**src/sv/ppd_pkg.sv**
```systemverilog
package ppd_pkg;

  // Field and register widths
  localparam int unsigned POSITION_BITS_DEF = 24;
  localparam int unsigned GAIN_BITS         = 16;
  localparam int unsigned THR_BITS          = 23;
  localparam int unsigned TOUT_BITS         = 16;
  localparam int unsigned SETTLE_BITS       = 4;
  localparam int unsigned LIMIT_BITS        = 15;
  localparam int unsigned POWER_BITS        = 16;
  localparam int unsigned INTEG_BITS        = 40;
  localparam int unsigned CFG_IDX_BITS      = 3;
  localparam int unsigned CFG_DATA_BITS     = 23;

  // Register indexes on the configuration port
  typedef enum logic [CFG_IDX_BITS-1:0] {
    REG_GAIN_P       = 3'd0,
    REG_GAIN_I       = 3'd1,
    REG_GAIN_D       = 3'd2,
    REG_SETTLE_THR   = 3'd3,
    REG_TIMEOUT      = 3'd4,
    REG_SETTLE_TICKS = 3'd5
  } ppd_reg_e;

  // Register values after reset
  localparam logic signed [GAIN_BITS-1:0] GAIN_P_RST       = 16'sd256;
  localparam logic signed [GAIN_BITS-1:0] GAIN_I_RST       = 16'sd0;
  localparam logic signed [GAIN_BITS-1:0] GAIN_D_RST       = 16'sd0;
  localparam logic [THR_BITS-1:0]         SETTLE_THR_RST   = 23'd10;
  localparam logic [TOUT_BITS-1:0]        TIMEOUT_RST      = 16'd100;
  localparam logic [SETTLE_BITS-1:0]      SETTLE_TICKS_RST = 4'd4;

  // Counter ceilings
  localparam logic [SETTLE_BITS-1:0] SETTLE_MAX  = '1;
  localparam logic [TOUT_BITS-1:0]   ELAPSED_MAX = '1;

  typedef struct packed {
    logic signed [GAIN_BITS-1:0] gain_p;
    logic signed [GAIN_BITS-1:0] gain_i;
    logic signed [GAIN_BITS-1:0] gain_d;
    logic [THR_BITS-1:0]         settle_thr;
    logic [TOUT_BITS-1:0]        timeout;
    logic [SETTLE_BITS-1:0]      settle_ticks;
  } ppd_cfg_t;

  // One result slot; follow marks a done result still owed after this one
  typedef struct packed {
    logic signed [POWER_BITS-1:0] power;
    logic                         done_res;
    logic                         last;
    logic                         follow;
  } ppd_res_t;

endpackage

```
**src/sv/ppd_cfg_regs.sv**
```systemverilog
module ppd_cfg_regs (
  input  logic                             clk_i,
  input  logic                             rst_ni,
  input  logic                             cfg_we_i,
  input  logic [ppd_pkg::CFG_IDX_BITS-1:0] cfg_idx_i,
  input  logic [ppd_pkg::CFG_DATA_BITS-1:0] cfg_data_i,
  output ppd_pkg::ppd_cfg_t                cfg_o
);
  import ppd_pkg::*;

  ppd_cfg_t cfg_q, cfg_d;

  // Decode the register index and update one field
  always_comb begin
    cfg_d = cfg_q;
    if (cfg_we_i) begin
      case (ppd_reg_e'(cfg_idx_i))
        REG_GAIN_P:       cfg_d.gain_p       = cfg_data_i[GAIN_BITS-1:0];
        REG_GAIN_I:       cfg_d.gain_i       = cfg_data_i[GAIN_BITS-1:0];
        REG_GAIN_D:       cfg_d.gain_d       = cfg_data_i[GAIN_BITS-1:0];
        REG_SETTLE_THR:   cfg_d.settle_thr   = cfg_data_i[THR_BITS-1:0];
        REG_TIMEOUT:      cfg_d.timeout      = cfg_data_i[TOUT_BITS-1:0];
        REG_SETTLE_TICKS: cfg_d.settle_ticks = cfg_data_i[SETTLE_BITS-1:0];
        default: ;
      endcase
    end
  end

  always_ff @(posedge clk_i or negedge rst_ni) begin
    if (!rst_ni) begin
      cfg_q.gain_p       <= GAIN_P_RST;
      cfg_q.gain_i       <= GAIN_I_RST;
      cfg_q.gain_d       <= GAIN_D_RST;
      cfg_q.settle_thr   <= SETTLE_THR_RST;
      cfg_q.timeout      <= TIMEOUT_RST;
      cfg_q.settle_ticks <= SETTLE_TICKS_RST;
    end else begin
      cfg_q <= cfg_d;
    end
  end

  assign cfg_o = cfg_q;

endmodule

```
**src/sv/ppd_core.sv**
```systemverilog
module ppd_core #(
  parameter int unsigned POSITION_BITS = ppd_pkg::POSITION_BITS_DEF
) (
  input  logic                                clk_i,
  input  logic                                rst_ni,
  input  ppd_pkg::ppd_cfg_t                   cfg_i,
  input  logic                                in_valid_i,
  output logic                                in_stall_o,
  input  logic                                start_req_i,
  input  logic signed [POSITION_BITS-1:0]     target_i,
  input  logic [ppd_pkg::LIMIT_BITS-1:0]      speed_limit_i,
  input  logic signed [POSITION_BITS-1:0]     position_i,
  output logic                                res_valid_o,
  input  logic                                res_ready_i,
  output ppd_pkg::ppd_res_t                   res_o
);
  import ppd_pkg::*;

  localparam int unsigned EB         = POSITION_BITS + 1;
  localparam int unsigned PROD_BITS  = GAIN_BITS + EB;
  localparam int unsigned DIFF_BITS  = EB + 1;
  localparam int unsigned DPROD_BITS = GAIN_BITS + DIFF_BITS;
  localparam int unsigned ISUM_BITS  = ((PROD_BITS > INTEG_BITS) ? PROD_BITS : INTEG_BITS) + 1;
  localparam int unsigned SUM_BITS   = ((DPROD_BITS > INTEG_BITS) ? DPROD_BITS : INTEG_BITS) + 2;
  localparam int unsigned CMP_BITS   = (EB > THR_BITS) ? EB : THR_BITS;

  // Input register
  logic                            in_vld_q;
  logic                            start_q;
  logic signed [POSITION_BITS-1:0] target_q;
  logic [LIMIT_BITS-1:0]           limit_q;
  logic signed [POSITION_BITS-1:0] pos_q;
  logic                            advance;

  // Move state
  logic signed [POSITION_BITS-1:0] ref_q, tgt_q;
  logic [LIMIT_BITS-1:0]           lim_q;
  logic signed [EB-1:0]            prior_q;
  logic signed [INTEG_BITS-1:0]    integ_q;
  logic [SETTLE_BITS-1:0]          sc_q;
  logic [TOUT_BITS-1:0]            el_q;
  logic                            active_q;

  // State as seen by this request, after any start
  logic signed [POSITION_BITS-1:0] ref_e, tgt_e;
  logic [LIMIT_BITS-1:0]           lim_e;
  logic signed [EB-1:0]            prior_e;
  logic signed [INTEG_BITS-1:0]    integ_e;
  logic [SETTLE_BITS-1:0]          sc_e;
  logic [TOUT_BITS-1:0]            el_e;
  logic                            act_e;

  logic signed [GAIN_BITS-1:0]     kp, ki, kd;
  logic signed [POSITION_BITS-1:0] rel;
  logic signed [EB-1:0]            err;
  logic signed [PROD_BITS-1:0]     p_prod, i_prod;
  logic signed [DIFF_BITS-1:0]     diff;
  logic signed [DPROD_BITS-1:0]    d_prod;
  logic signed [ISUM_BITS-1:0]     isum;
  logic                            isum_ovf;
  logic signed [INTEG_BITS-1:0]    integ_n;
  logic signed [SUM_BITS-1:0]      sum, pw_raw, lim_w, pw;
  logic [EB-1:0]                   mag;
  logic                            settled;
  logic [SETTLE_BITS-1:0]          sc_n;
  logic [TOUT_BITS-1:0]            el_n;
  logic                            ending;

  assign advance     = in_vld_q & res_ready_i;
  assign in_stall_o  = in_vld_q & ~res_ready_i;
  assign res_valid_o = in_vld_q;

  // Hold the request until the result slot takes it
  always_ff @(posedge clk_i or negedge rst_ni) begin
    if (!rst_ni) begin
      in_vld_q <= 1'b0;
    end else if (!in_stall_o) begin
      in_vld_q <= in_valid_i;
    end
  end

  always_ff @(posedge clk_i) begin
    if (in_valid_i && !in_stall_o) begin
      start_q  <= start_req_i;
      target_q <= target_i;
      limit_q  <= speed_limit_i;
      pos_q    <= position_i;
    end
  end

  // A start replaces the move state before the tick runs
  assign ref_e   = start_q ? pos_q : ref_q;
  assign tgt_e   = start_q ? target_q : tgt_q;
  assign lim_e   = start_q ? limit_q : lim_q;
  assign prior_e = start_q ? '0 : prior_q;
  assign integ_e = start_q ? '0 : integ_q;
  assign sc_e    = start_q ? '0 : sc_q;
  assign el_e    = start_q ? '0 : el_q;
  assign act_e   = start_q | active_q;

  assign kp = cfg_i.gain_p;
  assign ki = cfg_i.gain_i;
  assign kd = cfg_i.gain_d;

  // Error against the reference, relative position wrapping at the field width
  assign rel = pos_q - ref_e;
  assign err = {tgt_e[POSITION_BITS-1], tgt_e} - {rel[POSITION_BITS-1], rel};

  // Three products in parallel
  assign p_prod = kp * err;
  assign i_prod = ki * err;
  assign diff   = {err[EB-1], err} - {prior_e[EB-1], prior_e};
  assign d_prod = kd * diff;

  // Accumulate and saturate the integral
  assign isum     = ISUM_BITS'(integ_e) + ISUM_BITS'(i_prod);
  assign isum_ovf = ~((&isum[ISUM_BITS-1:INTEG_BITS-1]) | ~(|isum[ISUM_BITS-1:INTEG_BITS-1]));
  always_comb begin
    if (isum_ovf) begin
      integ_n = isum[ISUM_BITS-1] ? {1'b1, {(INTEG_BITS-1){1'b0}}}
                                  : {1'b0, {(INTEG_BITS-1){1'b1}}};
    end else begin
      integ_n = isum[INTEG_BITS-1:0];
    end
  end

  // Sum, scale down by 256 with floor, clamp to the limit
  assign sum    = SUM_BITS'(p_prod) + SUM_BITS'(integ_n) + SUM_BITS'(d_prod);
  assign pw_raw = sum >>> 8;
  assign lim_w  = SUM_BITS'(lim_e);
  always_comb begin
    if (pw_raw > lim_w) begin
      pw = lim_w;
    end else if (pw_raw < -lim_w) begin
      pw = -lim_w;
    end else begin
      pw = pw_raw;
    end
  end

  // Settle and timeout bookkeeping
  assign mag     = err[EB-1] ? EB'(-err) : EB'(err);
  assign settled = CMP_BITS'(mag) < CMP_BITS'(cfg_i.settle_thr);
  always_comb begin
    if (!settled) begin
      sc_n = '0;
    end else if (sc_e != SETTLE_MAX) begin
      sc_n = sc_e + 1'b1;
    end else begin
      sc_n = sc_e;
    end
  end
  assign el_n   = (el_e != ELAPSED_MAX) ? el_e + 1'b1 : el_e;
  assign ending = (sc_n >= cfg_i.settle_ticks) || (el_e >= cfg_i.timeout);

  // Build the result
  always_comb begin
    if (!act_e) begin
      res_o.power    = '0;
      res_o.done_res = 1'b1;
      res_o.last     = 1'b1;
      res_o.follow   = 1'b0;
    end else begin
      res_o.power    = pw[POWER_BITS-1:0];
      res_o.done_res = 1'b0;
      res_o.last     = ~ending;
      res_o.follow   = ending;
    end
  end

  // Advance the move state
  always_ff @(posedge clk_i or negedge rst_ni) begin
    if (!rst_ni) begin
      ref_q    <= '0;
      tgt_q    <= '0;
      lim_q    <= '0;
      prior_q  <= '0;
      integ_q  <= '0;
      sc_q     <= '0;
      el_q     <= '0;
      active_q <= 1'b0;
    end else if (advance) begin
      if (start_q) begin
        ref_q <= pos_q;
        tgt_q <= target_q;
        lim_q <= limit_q;
      end
      if (act_e) begin
        prior_q  <= err;
        integ_q  <= integ_n;
        sc_q     <= sc_n;
        el_q     <= el_n;
        active_q <= ~ending;
      end
    end
  end

endmodule

```
**src/sv/ppd_out_buf.sv**
```systemverilog
module ppd_out_buf (
  input  logic                                  clk_i,
  input  logic                                  rst_ni,
  input  logic                                  res_valid_i,
  output logic                                  res_ready_o,
  input  ppd_pkg::ppd_res_t                     res_i,
  output logic                                  out_valid_o,
  input  logic                                  out_stall_i,
  output logic signed [ppd_pkg::POWER_BITS-1:0] power_o,
  output logic                                  done_res_o,
  output logic                                  last_o
);
  import ppd_pkg::*;

  logic     vld_q, vld_d;
  ppd_res_t res_q, res_d;
  logic     pop, load;

  assign pop         = vld_q & ~out_stall_i;
  assign res_ready_o = ~vld_q | (pop & ~res_q.follow);
  assign load        = res_valid_i & res_ready_o;

  // Load a new result, or turn an ending result into its done result
  always_comb begin
    vld_d = vld_q;
    res_d = res_q;
    if (load) begin
      vld_d = 1'b1;
      res_d = res_i;
    end else if (pop) begin
      if (res_q.follow) begin
        res_d.power    = '0;
        res_d.done_res = 1'b1;
        res_d.last     = 1'b1;
        res_d.follow   = 1'b0;
      end else begin
        vld_d = 1'b0;
      end
    end
  end

  always_ff @(posedge clk_i or negedge rst_ni) begin
    if (!rst_ni) begin
      vld_q <= 1'b0;
      res_q <= '0;
    end else begin
      vld_q <= vld_d;
      res_q <= res_d;
    end
  end

  assign out_valid_o = vld_q;
  assign power_o     = res_q.power;
  assign done_res_o  = res_q.done_res;
  assign last_o      = res_q.last;

endmodule

```
**src/sv/position_pid_drive.sv**
```systemverilog
// Channel  | Handshake            | Payload
// ---------+----------------------+-------------------------------------------
// input    | in_valid_i/in_stall_o | start_req_i, target_i, speed_limit_i,
//          |                      | position_i
// output   | out_valid_o/out_stall_i | power_o, done_res_o, last_o
// config   | cfg_we_i             | cfg_idx_i, cfg_data_i
//
// A request is registered, runs through the PID arithmetic combinationally
// and lands in the result register. One request per cycle is taken while
// the output does not stall; a move's ending request yields a second, done
// result, so the result register takes no new result until that is taken.
// Reset clears the move state, the register file to its defaults and both
// valid flags. A stall on the output backs up through the result register
// into the input register and then onto in_stall_o.
module position_pid_drive #(
  parameter int unsigned POSITION_BITS = ppd_pkg::POSITION_BITS_DEF
) (
  input  logic                                  clk_i,
  input  logic                                  rst_ni,
  input  logic                                  cfg_we_i,
  input  logic [ppd_pkg::CFG_IDX_BITS-1:0]      cfg_idx_i,
  input  logic [ppd_pkg::CFG_DATA_BITS-1:0]     cfg_data_i,
  input  logic                                  in_valid_i,
  output logic                                  in_stall_o,
  input  logic                                  start_req_i,
  input  logic signed [POSITION_BITS-1:0]       target_i,
  input  logic [ppd_pkg::LIMIT_BITS-1:0]        speed_limit_i,
  input  logic signed [POSITION_BITS-1:0]       position_i,
  output logic                                  out_valid_o,
  input  logic                                  out_stall_i,
  output logic signed [ppd_pkg::POWER_BITS-1:0] power_o,
  output logic                                  done_res_o,
  output logic                                  last_o
);
  import ppd_pkg::*;

  ppd_cfg_t cfg;
  ppd_res_t res;
  logic     res_valid, res_ready;

  ppd_cfg_regs u_cfg (
    .clk_i      (clk_i),
    .rst_ni     (rst_ni),
    .cfg_we_i   (cfg_we_i),
    .cfg_idx_i  (cfg_idx_i),
    .cfg_data_i (cfg_data_i),
    .cfg_o      (cfg)
  );

  ppd_core #(
    .POSITION_BITS (POSITION_BITS)
  ) u_core (
    .clk_i         (clk_i),
    .rst_ni        (rst_ni),
    .cfg_i         (cfg),
    .in_valid_i    (in_valid_i),
    .in_stall_o    (in_stall_o),
    .start_req_i   (start_req_i),
    .target_i      (target_i),
    .speed_limit_i (speed_limit_i),
    .position_i    (position_i),
    .res_valid_o   (res_valid),
    .res_ready_i   (res_ready),
    .res_o         (res)
  );

  ppd_out_buf u_out (
    .clk_i       (clk_i),
    .rst_ni      (rst_ni),
    .res_valid_i (res_valid),
    .res_ready_o (res_ready),
    .res_i       (res),
    .out_valid_o (out_valid_o),
    .out_stall_i (out_stall_i),
    .power_o     (power_o),
    .done_res_o  (done_res_o),
    .last_o      (last_o)
  );

endmodule

```
**config.mk**
```make
export PLATFORM = sky130hd
export DESIGN_NAME = position_pid_drive
export DESIGN_NICKNAME = d
export VERILOG_FILES = /design/src/sv/ppd_pkg.sv /design/src/sv/ppd_cfg_regs.sv /design/src/sv/ppd_core.sv /design/src/sv/ppd_out_buf.sv /design/src/sv/position_pid_drive.sv
export SDC_FILE = /design/constraint.sdc
export NUM_CORES = 2
export LEC_CHECK = 0
export ABC_AREA = 1
export BUFFER_PORTS_ARGS = -buffer_cell sky130_fd_sc_hd__buf_2
export CELL_PAD_IN_SITES_DETAIL_PLACEMENT = 1
export CELL_PAD_IN_SITES_GLOBAL_PLACEMENT = 1
export CORE_MARGIN = 2
export CORE_UTILIZATION = 35
export DETAILED_ROUTE_END_ITERATION = 8
export PLACE_DENSITY_LB_ADDON = 0.1
export SLEW_MARGIN = 15
export SYNTH_ARGS = -nofsm -noshare
export SYNTH_HDL_FRONTEND = slang
export SYNTH_HIERARCHICAL = 1
export SYNTH_SLANG_ARGS = --single-unit
```
**constraint.sdc**
```tcl
create_clock -name clk_i -period 29.6 [get_ports clk_i]
set_clock_uncertainty 0.05 [all_clocks]
set_input_delay 1.48 -clock clk_i [delete_from_list [all_inputs] [get_ports clk_i]]
set_output_delay 1.48 -clock clk_i [all_outputs]
set_load 0.005 [all_outputs]
```
==> impl_metrics.env <==
export IMPL_fin_util=0.379
export IMPL_fin_crit_ns=24.45
export IMPL_clk_path_buf_depth=3
export IMPL_rsz0062_at_grt="no"
export IMPL_root_buffer="clkbuf_16"
export IMPL_postCtsResizedCells=0
export IMPL_dieArea_sq_um=195000
export IMPL_grtUsageMet2=0.464
export IMPL_dp_hpwl_um=215000
export IMPL_io_pins=115
export IMPL_cts_setup_buffers=0
export IMPL_drv_slew=0
export IMPL_avgSynthCellArea_sq_um=8.12
export IMPL_ys_types=60
export IMPL_slew_headroom=0.169
export IMPL_wl_um=261000
export IMPL_ctsHtreeMaxLevel=2
export IMPL_port_buffers=114
export IMPL_synthTopCellsByArea="fa_1 41%, inv_1 11%, nand2_1 11%"
export IMPL_drcViolationCount=0
export IMPL_cp_slowest_cell="xor2_1"
export IMPL_path_clk_slew_ns=0.06
export IMPL_grt_pass1_wl_um=392000
export IMPL_hold_violations=0
export IMPL_final_cell_mix="2046 x inv_1, 1950 x nand2_1, 1361 x fa_1"
export IMPL_drt_pass1_iter_count=5
export IMPL_final_setup_tns_ns=0
export IMPL_netlist_area_sq_um=67100
export IMPL_ys_warn_count=6
export IMPL_critical_path_class="flip-flop to flip-flop"
export IMPL_use_met3=0.0260
export IMPL_synthArstFlopShare=0.803
export IMPL_finalSetupViolations=0
export IMPL_grt_pass1_vias=58956
export IMPL_critPathArrivalTime_ns=25.00
export IMPL_cts_buffers=46
export IMPL_yosysTopAreaCell="fa_1"
export IMPL_post_route_period_util=0.826
export IMPL_routed_via_density=4.96
export IMPL_wl_per_cell_um=24.2
export IMPL_ant_nets=0
export IMPL_status="finished, final reports clean"
export IMPL_drt_iter0_drc=3171
export IMPL_die_height_um=442
export IMPL_num_rows=160
export IMPL_max_freq_mhz=40.9
export IMPL_cp_data_required_time_ns=30.15
export IMPL_groute_usage_overall=0.272
export IMPL_coreArea_sq_um=190000
export IMPL_start_kind="flip-flop"
export IMPL_drive_above_1_share=0.0506
export IMPL_layout_nets=10131
export IMPL_path_max_fanout=95
export IMPL_tightest_slew_ns=1.24
export IMPL_clkLatencyLatePin_ns=0.70
export IMPL_endpoint_kind="flip-flop"
export IMPL_gr_usage_met1=0.362
export IMPL_max_stage_delay_ns=0.94
export IMPL_grt_busiest_layer="met2"
export IMPL_grt_max_degree=104
export IMPL_antenna_found_initial=7
export IMPL_final_common_cell="inv_1"
export IMPL_clock_sinks=325
export IMPL_ys_seq_elements=325
export IMPL_syn_nets=10164
export IMPL_synth_main_ff_cell="dfrtp_1"
export IMPL_syn_instance_count=8258
export IMPL_yosys_area_top_type_share=0.406
export IMPL_timing_critical_path_mode_cell="nand2_1"
export IMPL_die_x_um=442
export IMPL_hp_class="flip-flop to flip-flop"
export IMPL_place_gp_congestion=0.919
export IMPL_seq_area_frac_synth=0.126
export IMPL_drv_cap=0
export IMPL_cts_tree="yes"
export IMPL_syn_to_final_growth_pct=7.43
export IMPL_ctsHoldBuffers=0
export IMPL_synth_edf_count=64
export IMPL_start_util=0.352
export IMPL_grt_ovfl_total=0
export IMPL_dr_total_vias=53417
## synth_stat cells, types with 19 or more instances
library cell	n
a21o_1	26
a21oi_1	200
buf_2	19
buf_4	27
clkbuf_1	239
clkinv_1	25
dfrtp_1	254
edfxtp_1	64
fa_1	1362
ha_1	449
inv_1	2048
nand2_1	1951
nand3_1	229
nand4_1	34
nor2_1	629
nor3_1	34
o21ai_0	274
o21ai_1	27
or2_2	34
xnor2_1	55
xor2_1	101
## path summary, 6_finish.rpt
kind,to,from,cells after the start,slack [ns]
hold / removal,u_cfg/cfg_o[23],u_cfg/cfg_o[23],2,0.42
hold reg to reg,u_cfg/cfg_o[23],u_cfg/cfg_o[23],2,0.42
setup / recovery,u_out/power_o[1],u_core/start_q,93,5.15
setup reg to reg,u_out/power_o[1],u_core/start_q,93,5.15
min in group asynchronous,u_core/tgt_q[11],rst_ni,1,0.71
max in group asynchronous,u_core/prior_q[12],rst_ni,3,26.70
## registers in the layout, summed over array words and instances, names as in the netlist
register,count
u_out/last_o,1
u_core/integ_q,40
u_core/lim_q,15
u_core/res_valid_o,1
u_core/limit_q,15
u_core/pos_q,24
u_core/tgt_q,24
u_core/active_q,1
u_out/power_o,16
u_out/res_q,1
u_core/sc_q,4
u_core/start_q,1
u_core/el_q,16
u_core/target_q,24
u_cfg/cfg_o,91
u_core/prior_q,25
u_out/out_valid_o,1
u_out/done_res_o,1
u_core/ref_q,24
## cell type report
class | instances | area [sq um]
Antenna cell | 6 | 15.0
Clock buffer | 57 | 1240
Clock inverter | 29 | 433
Fill cell | 22819 | 118000
Inverter | 2086 | 7830
Multi-Input combinational cell | 5542 | 49500
Sequential cell | 325 | 8460
Tap cell | 2511 | 3140
Timing Repair Buffer | 224 | 1410
## metrics by stage
step | instances | instance area [sq um] | hold slack, ns | worst slack [ns]
after CTS | 10774 | 72100 | 0.422 | 5.16
after global placement | 10688 | 70400 | 0.404 | 5.49
after global routing | 10774 | 72100 | 0.447 | 3.40
after floorplan | 8258 | 67100 | 0.390 | 10.60
after detailed placement | 10688 | 70400 | 0.411 | 5.30
final | 10780 | 72100 | 0.423 | 5.15
## per-layer routing
layer  vias to the layer above  share of wire
li1                      24007              -
met1                     28013           0.43
met2                      1148           0.49
met3                       249          0.040
met4                         0          0.038
met5                         -              0
## critical path: cells and delay by family, from the launching register on
| kind | cells | cell delay (ns) |
|---|---|---|
| DFF | 1 | 0.32 |
| xor gates and xnor gates | 2 | 1.81 |
| AOI/OAI and AO/OA | 21 | 4.64 |
| adders and majority gates | 20 | 9.40 |
| buffers and inverters | 23 | 3.86 |
| and+or+nand+nor | 27 | 4.18 |
## cells by family (layout without fill, tap and decap cells)
family | Yosys count | count (layout) | share of synthesized area
multiplexers | 1 | 1 | 0.000168
flip-flops | 325 | 325 | 0.126
XOR/XNOR | 156 | 156 | 0.0204
adder cells (fa/ha/maj) | 1811 | 1811 | 0.490
AO/OA/AOI/OAI | 609 | 609 | 0.0499
other | 0 | 6 | 0
AND/OR/NAND/NOR | 2965 | 2965 | 0.177
buffers and inverters | 2391 | 2396 | 0.137
Power is left out: the tool's default activity adds up to more than one toggle a clock period on the data nets, which glitch-free logic cannot reach.
